===== src/rtl/core/kce_pkg.sv =====
// ----------------------------------------------------------------------------
// kce_pkg - shared types for the k-combination enumerator
// Request and status codes, controller states and the control word that
// the controller broadcasts along the index cell chain.
// ----------------------------------------------------------------------------
package kce_pkg;

   // request codes carried on req_type
   typedef enum logic [1:0] {
      REQ_LOAD  = 2'd0,
      REQ_START = 2'd1,
      REQ_NEXT  = 2'd2,
      REQ_NONE  = 2'd3
   } req_code_type;

   // result status codes
   typedef enum logic [2:0] {
      ST_MEMBER    = 3'd0,
      ST_LOADED    = 3'd1,
      ST_STARTED   = 3'd2,
      ST_REJECTED  = 3'd3,
      ST_EXHAUSTED = 3'd4
   } status_type;

   // configuration register indexes
   localparam int CSR_INDEX_BITS = 2;
   typedef enum logic [CSR_INDEX_BITS-1:0] {
      CSR_CHOOSE_COUNT = 2'd0,
      CSR_SOURCE_COUNT = 2'd1
   } csr_index_type;

   // controller states
   typedef enum logic [1:0] {
      S_IDLE    = 2'd0,
      S_ROTATE  = 2'd1,
      S_ADVANCE = 2'd2
   } state_type;

   // control word broadcast to every cell
   typedef struct packed {
      logic init;     // load 0..k-1 at start
      logic rotate;   // take the neighbor's index
      logic advance;  // step to the next combination
   } cell_ctrl_type;

endpackage


===== src/rtl/core/kce_cell.sv =====
// ----------------------------------------------------------------------------
// kce_cell - one index cell of the combination chain
// Holds one index of the current combination. Rotates with its neighbor
// while members are read out and takes part in the carry chains that
// step the combination forward.
// ----------------------------------------------------------------------------
module kce_cell #(
   parameter int POS      = 0,
   parameter int IDX_BITS = 6,
   parameter int KC_BITS  = 3
) (
   input  logic                   clock,
   input  logic                   reset,
   input  kce_pkg::cell_ctrl_type ctrl,
   input  logic [KC_BITS-1:0]     active_k,
   input  logic [IDX_BITS-1:0]    base,        // n - k
   input  logic [IDX_BITS-1:0]    rot_in,      // index of the right neighbor
   input  logic                   right_top,   // every cell to the right at top
   input  logic                   follow_in,   // left cell changed, follow it
   input  logic [IDX_BITS-1:0]    left_new,    // new index of the left cell
   output logic [IDX_BITS-1:0]    idx_out,
   output logic                   all_top,     // this and all right cells at top
   output logic                   follow_out,
   output logic [IDX_BITS-1:0]    new_out
);
   import kce_pkg::*;

   logic [IDX_BITS-1:0] idx_ff, idx_in;
   logic                active;
   logic                at_top;
   logic                is_pivot;

   // inactive cells count as parked at top
   assign active   = (KC_BITS'(POS) < active_k);
   assign at_top   = !active || (idx_ff == (base + IDX_BITS'(POS)));
   assign is_pivot = active && !at_top && right_top;

   assign all_top    = at_top && right_top;
   assign follow_out = active && (follow_in || is_pivot);

   // successor value of this cell
   always_comb begin
      if (!active) begin
         new_out = idx_ff;
      end else if (follow_in) begin
         new_out = left_new + IDX_BITS'(1);
      end else if (is_pivot) begin
         new_out = idx_ff + IDX_BITS'(1);
      end else begin
         new_out = idx_ff;
      end
   end

   // start loads the cell position; the new k only lands at that same edge,
   // and cells past k are never read out
   always_comb begin
      idx_in = idx_ff;
      if (ctrl.init) begin
         idx_in = IDX_BITS'(POS);
      end else if (ctrl.rotate) begin
         idx_in = rot_in;
      end else if (ctrl.advance) begin
         idx_in = new_out;
      end
   end

   always_ff @(posedge clock) begin
      if (reset) begin
         idx_ff <= '0;
      end else begin
         idx_ff <= idx_in;
      end
   end

   assign idx_out = idx_ff;

endmodule


===== src/rtl/core/k_combination_enumerator.sv =====
// ----------------------------------------------------------------------------
// k_combination_enumerator - lexicographic k-of-n combination generator
// Stores source words and walks all k-of-n index selections in order.
// ----------------------------------------------------------------------------
// Usage:
//   A request is taken at a clock edge with start high and busy low.
//   req_type selects load (write one source word), start (latch k and n
//   from the CSRs and reset the index list) or next (emit one combination).
//   Results appear on the rsp_ ports for exactly one cycle with rsp_valid;
//   the receiver cannot stall, so every result must be taken as it comes.
//   Load, start and exhausted answers come one cycle after the request and
//   busy stays low, so such requests may follow every cycle.
//   A next request rotates the chain of MAX_K index cells once around; as
//   it turns, the head cell addresses the source memory, and the first k
//   positions yield members, one per cycle, each registered with its word.
//   An advance state then steps the cells to the next combination, and
//   busy stays high through the rotate and advance states.
//   CSR writes (index 0 choose_count, 1 source_count) are always ready.
//   Reset sets k=5, n=7, clears the index cells and marks the run
//   exhausted; source words are undefined until loaded.
// ----------------------------------------------------------------------------
module k_combination_enumerator #(
   parameter int MAX_K      = 7,
   parameter int MAX_SOURCE = 64,
   parameter int WORD_BITS  = 8,
   localparam int KC_BITS   = $clog2(MAX_K + 1),
   localparam int K_BITS    = (MAX_K > 1) ? $clog2(MAX_K) : 1,
   localparam int IDX_BITS  = $clog2(MAX_SOURCE),
   localparam int N_BITS    = $clog2(MAX_SOURCE + 1),
   localparam int CSR_BITS  = (N_BITS > KC_BITS) ? N_BITS : KC_BITS
) (
   input  logic                                clock,
   input  logic                                reset,
   // request channel
   input  logic                                start,
   output logic                                busy,
   input  logic [1:0]                          req_type,
   input  logic [IDX_BITS-1:0]                 req_load_position,
   input  logic [WORD_BITS-1:0]                req_load_word,
   // result channel
   output logic                                rsp_valid,
   output logic [2:0]                          rsp_status,
   output logic [K_BITS-1:0]                   rsp_slot,
   output logic [IDX_BITS-1:0]                 rsp_source_index,
   output logic [WORD_BITS-1:0]                rsp_member_word,
   output logic                                rsp_last,
   // configuration channel
   input  logic                                csr_valid,
   output logic                                csr_ready,
   input  logic [kce_pkg::CSR_INDEX_BITS-1:0]  csr_index,
   input  logic [CSR_BITS-1:0]                 csr_wdata
);
   import kce_pkg::*;

   // configuration and run state
   logic [KC_BITS-1:0]   choose_ff;
   logic [N_BITS-1:0]    source_ff;
   logic [KC_BITS-1:0]   act_k_ff, act_k_in;
   logic [N_BITS-1:0]    act_n_ff, act_n_in;
   logic                 exhausted_ff, exhausted_in;
   state_type            state_ff, state_in;
   logic [K_BITS-1:0]    step_ff, step_in;

   // result registers
   logic                 rsp_valid_ff, rsp_valid_in;
   status_type           status_ff, status_in;
   logic [K_BITS-1:0]    slot_ff, slot_in;
   logic [IDX_BITS-1:0]  index_ff, index_in;
   logic [WORD_BITS-1:0] word_ff, word_in;
   logic                 last_ff, last_in;
   logic                 use_mem_ff, use_mem_in;

   // source memory
   logic [WORD_BITS-1:0] mem [MAX_SOURCE];
   logic [WORD_BITS-1:0] mem_rd_ff;

   // cell chain
   cell_ctrl_type        ctrl;
   logic [IDX_BITS-1:0]  base;
   logic [IDX_BITS-1:0]  cell_idx    [MAX_K];
   logic                 cell_top    [MAX_K];
   logic                 cell_follow [MAX_K];
   logic [IDX_BITS-1:0]  cell_new    [MAX_K];

   logic                 accept;
   req_code_type         req_code;
   logic                 start_ok;
   logic                 emit;
   logic                 step_end;

   assign accept    = start && !busy;
   assign req_code  = req_code_type'(req_type);
   assign csr_ready = 1'b1;
   assign start_ok  = (choose_ff != '0) && (choose_ff <= KC_BITS'(MAX_K))
                      && (N_BITS'(choose_ff) <= source_ff)
                      && (source_ff <= N_BITS'(MAX_SOURCE));
   assign base      = IDX_BITS'(act_n_ff - N_BITS'(act_k_ff));
   assign emit      = (state_ff == S_ROTATE) && (KC_BITS'(step_ff) < act_k_ff);
   assign step_end  = (step_ff == K_BITS'(MAX_K - 1));

   // configuration registers
   always_ff @(posedge clock) begin
      if (reset) begin
         choose_ff <= KC_BITS'(5);
         source_ff <= N_BITS'(7);
      end else if (csr_valid && csr_ready) begin
         case (csr_index)
            CSR_CHOOSE_COUNT: choose_ff <= KC_BITS'(csr_wdata);
            CSR_SOURCE_COUNT: source_ff <= N_BITS'(csr_wdata);
            default: ;
         endcase
      end
   end

   // next state
   always_comb begin
      state_in = state_ff;
      case (state_ff)
         S_IDLE: begin
            if (accept && (req_code == REQ_NEXT) && !exhausted_ff) begin
               state_in = S_ROTATE;
            end
         end
         S_ROTATE: begin
            if (step_end) begin
               state_in = S_ADVANCE;
            end
         end
         S_ADVANCE: state_in = S_IDLE;
         default:   state_in = S_IDLE;
      endcase
   end

   // state outputs
   always_comb begin
      busy         = 1'b1;
      ctrl.init    = 1'b0;
      ctrl.rotate  = 1'b0;
      ctrl.advance = 1'b0;
      case (state_ff)
         S_IDLE: begin
            busy      = 1'b0;
            ctrl.init = accept && (req_code == REQ_START) && start_ok;
         end
         S_ROTATE:  ctrl.rotate  = 1'b1;
         S_ADVANCE: ctrl.advance = !cell_top[0];
         default:   busy = 1'b1;
      endcase
   end

   // run state and result register updates
   always_comb begin
      act_k_in     = act_k_ff;
      act_n_in     = act_n_ff;
      exhausted_in = exhausted_ff;
      step_in      = (state_ff == S_ROTATE) ? step_ff + K_BITS'(1) : '0;
      rsp_valid_in = 1'b0;
      status_in    = ST_MEMBER;
      slot_in      = '0;
      index_in     = '0;
      word_in      = '0;
      last_in      = 1'b1;
      use_mem_in   = 1'b0;
      if (accept) begin
         case (req_code)
            REQ_LOAD: begin
               rsp_valid_in = 1'b1;
               status_in    = ST_LOADED;
               index_in     = req_load_position;
               word_in      = req_load_word;
            end
            REQ_START: begin
               rsp_valid_in = 1'b1;
               if (start_ok) begin
                  status_in    = ST_STARTED;
                  act_k_in     = choose_ff;
                  act_n_in     = source_ff;
                  exhausted_in = 1'b0;
               end else begin
                  status_in = ST_REJECTED;
               end
            end
            REQ_NEXT: begin
               if (exhausted_ff) begin
                  rsp_valid_in = 1'b1;
                  status_in    = ST_EXHAUSTED;
               end
            end
            default: ;
         endcase
      end
      // members come from the head of the rotating chain
      if (emit) begin
         rsp_valid_in = 1'b1;
         status_in    = ST_MEMBER;
         slot_in      = step_ff;
         index_in     = cell_idx[0];
         last_in      = (KC_BITS'(step_ff) == act_k_ff - KC_BITS'(1));
         use_mem_in   = 1'b1;
      end
      if ((state_ff == S_ADVANCE) && cell_top[0]) begin
         exhausted_in = 1'b1;
      end
   end

   always_ff @(posedge clock) begin
      if (reset) begin
         state_ff     <= S_IDLE;
         step_ff      <= '0;
         act_k_ff     <= '0;
         act_n_ff     <= '0;
         exhausted_ff <= 1'b1;
         rsp_valid_ff <= 1'b0;
      end else begin
         state_ff     <= state_in;
         step_ff      <= step_in;
         act_k_ff     <= act_k_in;
         act_n_ff     <= act_n_in;
         exhausted_ff <= exhausted_in;
         rsp_valid_ff <= rsp_valid_in;
      end
   end

   always_ff @(posedge clock) begin
      status_ff  <= status_in;
      slot_ff    <= slot_in;
      index_ff   <= index_in;
      word_ff    <= word_in;
      last_ff    <= last_in;
      use_mem_ff <= use_mem_in;
   end

   // source memory: one write port, one registered read at the chain head
   always_ff @(posedge clock) begin
      if (accept && (req_code == REQ_LOAD)
          && ((N_BITS)'(req_load_position) < N_BITS'(MAX_SOURCE))) begin
         mem[req_load_position] <= req_load_word;
      end
      mem_rd_ff <= mem[cell_idx[0]];
   end

   // index cell chain
   for (genvar i = 0; i < MAX_K; i++) begin : g_cell
      localparam int NXT = (i + 1) % MAX_K;
      logic                right_top;
      logic                follow_in;
      logic [IDX_BITS-1:0] left_new;
      if (i == MAX_K - 1) begin : g_tail
         assign right_top = 1'b1;
      end else begin : g_mid
         assign right_top = cell_top[i+1];
      end
      if (i == 0) begin : g_head
         assign follow_in = 1'b0;
         assign left_new  = '0;
      end else begin : g_body
         assign follow_in = cell_follow[i-1];
         assign left_new  = cell_new[i-1];
      end
      kce_cell #(
         .POS      (i),
         .IDX_BITS (IDX_BITS),
         .KC_BITS  (KC_BITS)
      ) u_cell (
         .clock      (clock),
         .reset      (reset),
         .ctrl       (ctrl),
         .active_k   (act_k_ff),
         .base       (base),
         .rot_in     (cell_idx[NXT]),
         .right_top  (right_top),
         .follow_in  (follow_in),
         .left_new   (left_new),
         .idx_out    (cell_idx[i]),
         .all_top    (cell_top[i]),
         .follow_out (cell_follow[i]),
         .new_out    (cell_new[i])
      );
   end

   // result ports
   assign rsp_valid        = rsp_valid_ff;
   assign rsp_status       = status_ff;
   assign rsp_slot         = slot_ff;
   assign rsp_source_index = index_ff;
   assign rsp_member_word  = use_mem_ff ? mem_rd_ff : word_ff;
   assign rsp_last         = last_ff;

   // checks
   a_advance_one_cycle: assert property (@(posedge clock) disable iff (reset)
      (state_ff == S_ADVANCE) |=> (state_ff == S_IDLE))
      else $error("advance lasted more than one cycle");

   a_rotate_members_only: assert property (@(posedge clock) disable iff (reset)
      ($past(state_ff) == S_ROTATE) && rsp_valid |-> (rsp_status == ST_MEMBER))
      else $error("non-member result during readout");

   a_member_in_range: assert property (@(posedge clock) disable iff (reset)
      rsp_valid && (rsp_status == ST_MEMBER)
      |-> (N_BITS'(rsp_source_index) < act_n_ff))
      else $error("member index beyond source count");

   a_member_last: assert property (@(posedge clock) disable iff (reset)
      rsp_valid && (rsp_status == ST_MEMBER) && rsp_last
      |-> (KC_BITS'(rsp_slot) == act_k_ff - KC_BITS'(1)))
      else $error("last member marked on the wrong slot");

endmodule


===== config.mk =====
export PLATFORM = sky130hd
export DESIGN_NAME = k_combination_enumerator
export DESIGN_NICKNAME = d
export VERILOG_FILES = /design/src/rtl/core/kce_pkg.sv /design/src/rtl/core/kce_cell.sv /design/src/rtl/core/k_combination_enumerator.sv
export SDC_FILE = /design/constraint.sdc
export NUM_CORES = 1
export LEC_CHECK = 0
export ABC_AREA = 1
export BUFFER_PORTS_ARGS = -buffer_cell sky130_fd_sc_hd__buf_2
export CAP_MARGIN = 20
export CORE_UTILIZATION = 55
export CTS_CLUSTER_DIAMETER = 80
export DETAILED_ROUTE_END_ITERATION = 7
export PLACE_DENSITY = 0.71
export SLEW_MARGIN = 20
export SYNTH_ARGS = -nofsm -noshare
export SYNTH_HDL_FRONTEND = slang
export SYNTH_SLANG_ARGS = --single-unit

===== constraint.sdc =====
create_clock -name clock -period 8.6 [get_ports clock]
set_input_delay 1.29 -clock clock [delete_from_list [all_inputs] [get_ports clock]]
set_output_delay 1.29 -clock clock [all_outputs]
set_load 0.01 [all_outputs]

==> summary.md <==
| Metric | Value |
|---|---|
| Outcome | completed |
| Count of state elements after synthesis | about 600 |
| Measured slew at the worst slew-check pin | around 1.0 ns |
| Comb power frac | under 10% |
| Worst skew pair latency | ~0.65 ns |
| DR WL/cell | 22.1 um |
| Top post-synthesis cells by area | edfxtp_1 (56%), dfxtp_1 (7.1%), nor2_1 (5.8%) |
| Post-Synth Simple-Gate Area | between 15 and 20% |
| RSZ-0062 raised after global routing | false |
| Min cycle time layout | approximately 7.6 ns |
| Worst setup EP type | flop |
| Final Hold Viols | 0 |
| Seq/Total Area, Yosys | ~63% |
| Max incr delay on CP | around 0.66 ns |
| Number of top-level pins | between 50 and 60 |
| Gate Count Post-Synth | 2666 |
| First-pass GRT wire length | between 100 and 150 mm |
| CTS Buf Count | 61 |
| Slowest cell on crit path | dfxtp_1 |
| WL final | 74.6 mm |
| Setup TNS Final | 0 ns |
| Maximum VDD drop | about 0.21 mV |
| Multiplexer share of the synthesized area | less than 1% |
| Die height | 226 um |
| Sequential share of power | between 50 and 60% |
| # resized after CTS | 0 |
| Lkg Pwr | between 10 and 15 nW |
| Initial drt markers | between 2000 and 2500 |
| Area share of xor/xnor cells in the synthesized design | under 10% |
| Most common cell in the synthesized netlist | edfxtp_1 |
| Clock sink total | 610 |
| Class of the worst hold path | reg2reg |
| Layout cells sized above 1 | under 10% |
| Syn Area/Cell | ~10 sq um |
| Width of the die | 226 um |
| CTS tree | yes |
| Yosys warns | 0 |
| # H-tree levels | 2 |
| Number of synthesized flops with an enable pin | 512 |
| Row count | a little over 80 |
| Async SR Flop Fraction | 0% |
| Critical path class | reg2reg |
| Layout Nets | approximately 2700 |
| Final count of negative-setup-slack endpoints | 0 |
| DRC errors left | 0 |
| Remaining Overflow, GRT | 0 |
| Initial core utilization | 56.1% |
| DRT antenna net count | 0 |
| Clock transition at path regs | 0.06 ns |
| CORE AREA | 49200 sq um |
| Largest net degree at the start of global routing | 221 |
| Final RePlAce weighted congestion | around 0.95 |
| Clock share of power | approximately two fifths |
| Psw | ~0.0014 W |
| Largest family of logic cells by synthesized area | simple AND/OR/NAND/NOR gates |
| Hpwl dp | approximately 45 mm |
| MaxCap Viol Count | 0 |
| Slew margin rel. | 31.4% |
| DR pass1 iterations | 7 |
| Total GRT Usage | 29.7% |
| Final Max Slew Viols | 0 |
| Syn_nets | around 2700 |
| Required @ worst endpoint | ~9.1 ns |
| Startpoint Class | flop |
| Pint | between 0.004 and 0.005 W |
| Tcrit/Tclk final | 88.1% |
| Die area | 51000 sq um |
| Compound-Gate Fraction of Synth Area | 13.2% |
| Yosys cell types | 58 |
| Sw frac | between 20 and 25% |
| Worst Clk Skew | between 0.05 and 0.06 ns |
| Commonest register cell after synthesis | edfxtp_1 |
| Synth Cell Area | approximately 28000 sq um |
| CP Data Arrival Time | just over 8 ns |
| PD cells | just over 200 nW/um^2 |
| Vias in the first global route | approximately 20000 |
| Post CTS Setup Buffer Count | 0 |
| Port Buffers | 51 |
| Synthesis-to-finish area growth | 9.79% |
| Via-to-Cell Ratio | 6.09 |
| Area share of fa/ha/maj cells after synthesis | approximately 1.5% |
| Post-synth top cells | edfxtp_1 (512), nor2_1 (424), nand2_1 (381), o21ai_0 (297), inv_1 (153) |
| CTS Root Cell | clkbuf_16 |
| Top cell type's share of synthesized area | ~56% |
| Crit path max fanout | 13 |
| Via count | 20548 |
| Hold_buf cts | 0 |
| Initial antenna violation count | 1 |
| Fmax | 0.132 GHz |
| Synth area leader | edfxtp_1 |
| Cell mode on critical path | nand2_1 |
| FILL cells | 3880 |
| Final Power | approximately 0.0062 W |
| Max clock buf depth | 3 |
==> worst max-delay path, delay by kind of cell, from the launching register on <==
kind,cells,cell delay [ns]
AND/OR/NAND/NOR,25,2.59
adder cells (fa/ha/maj),7,2.20
AO/OA/AOI/OAI,10,1.66
flip-flops,1,0.66
buffers and inverters,4,0.34
==> area by class of cell <==
class                           instances  area [sq um]  area share, %
Tap cell                              664           831           2.74
Multi-Input combinational cell       1739          9010           29.8
Timing Repair Buffer                   74           448           1.48
Clock inverter                         35           285          0.942
Sequential cell                       610         17300           57.3
Inverter                              171           653           2.16
Clock buffer                           81          1690           5.58
Antenna cell                            1          2.50        0.00827
==> kinds of logic after synthesis <==
group	after synthesis
buf+inv	317
fa+ha+maj	33
simple gates	1031
other cells	1
mux	8
flops	610
compound gates	614
xor+xnor	52
==> worst paths after layout <==
check,startpoint,to,slack (ns),cells after the start
worst min-delay path,state_ff[0],exhausted_ff,0.46,1
worst max-delay path,act_k_ff[2],g_cell[6].u_cell.idx_out[2],1.02,46
worst min register to register,state_ff[0],exhausted_ff,0.46,1
worst max register to register,act_k_ff[2],g_cell[6].u_cell.idx_out[2],1.02,46
==> power by group through the flow <==
stage                     Combinational (W)  Clock (W)  Sequential, W
final                              0.000371    0.00260        0.00323
after global routing               0.000408    0.00273        0.00323
after CTS                          0.000369    0.00262        0.00323
after detailed placement           0.000367          0        0.00329
after global placement             0.000360          0        0.00329
after floorplan                    0.000245          0        0.00328
==> registers in the layout, summed over array words and instances, names as in the netlist <==
register	cells
exhausted_ff	1
rsp_last	1
word_ff	8
choose_ff	3
rsp_source_index	6
step_ff	3
mem_rd_ff	8
mem	512
rsp_status	3
use_mem_ff	1
source_ff	7
act_n_ff	6
rsp_valid	1
act_k_ff	3
state_ff	2
rsp_slot	3
g_cell.u_cell.idx_out	42
==> cells in the final DEF, fill, tap and decap left out, types with 37 or more instances in the layout <==
cell type    n
inv_1      152
o21ai_0    297
a31oi_1     38
dfxtp_1     95
clkbuf_16   63
buf_2       48
o22ai_1     87
nand2_1    381
a21oi_1     72
nand4_1     37
edfxtp_1   512
nor2_1     421
o221ai_1    50
nand3_1    128
==> per-layer routing <==
metal | up-vias | wire length (um) | GRT usage [%]
met5 | - | 0 | 0
met2 | 915 | 35800 | 49.6
met1 | 9956 | 29400 | 38.3
met3 | 210 | 5980 | 4.06
met4 | 0 | 3430 | 14.2
li1 | 9467 | - | -
==> stage by stage <==
stage	hold slack [ns]	cell area (sq um)	setup slack [ns]	util, %	cells
6_report	0.457	30300	1.02	61.6	3375
5_1_grt	0.483	30300	0.232	61.6	3374
4_1_cts	0.457	30300	1.04	61.6	3374
3_5_place_dp	0.439	28300	1.12	57.5	3258
3_3_place_gp	0.432	28300	1.36	57.5	3258
2_1_floorplan	0.417	27600	1.95	-	2666
No activity file was read; power rests on OpenSTA's default activity.
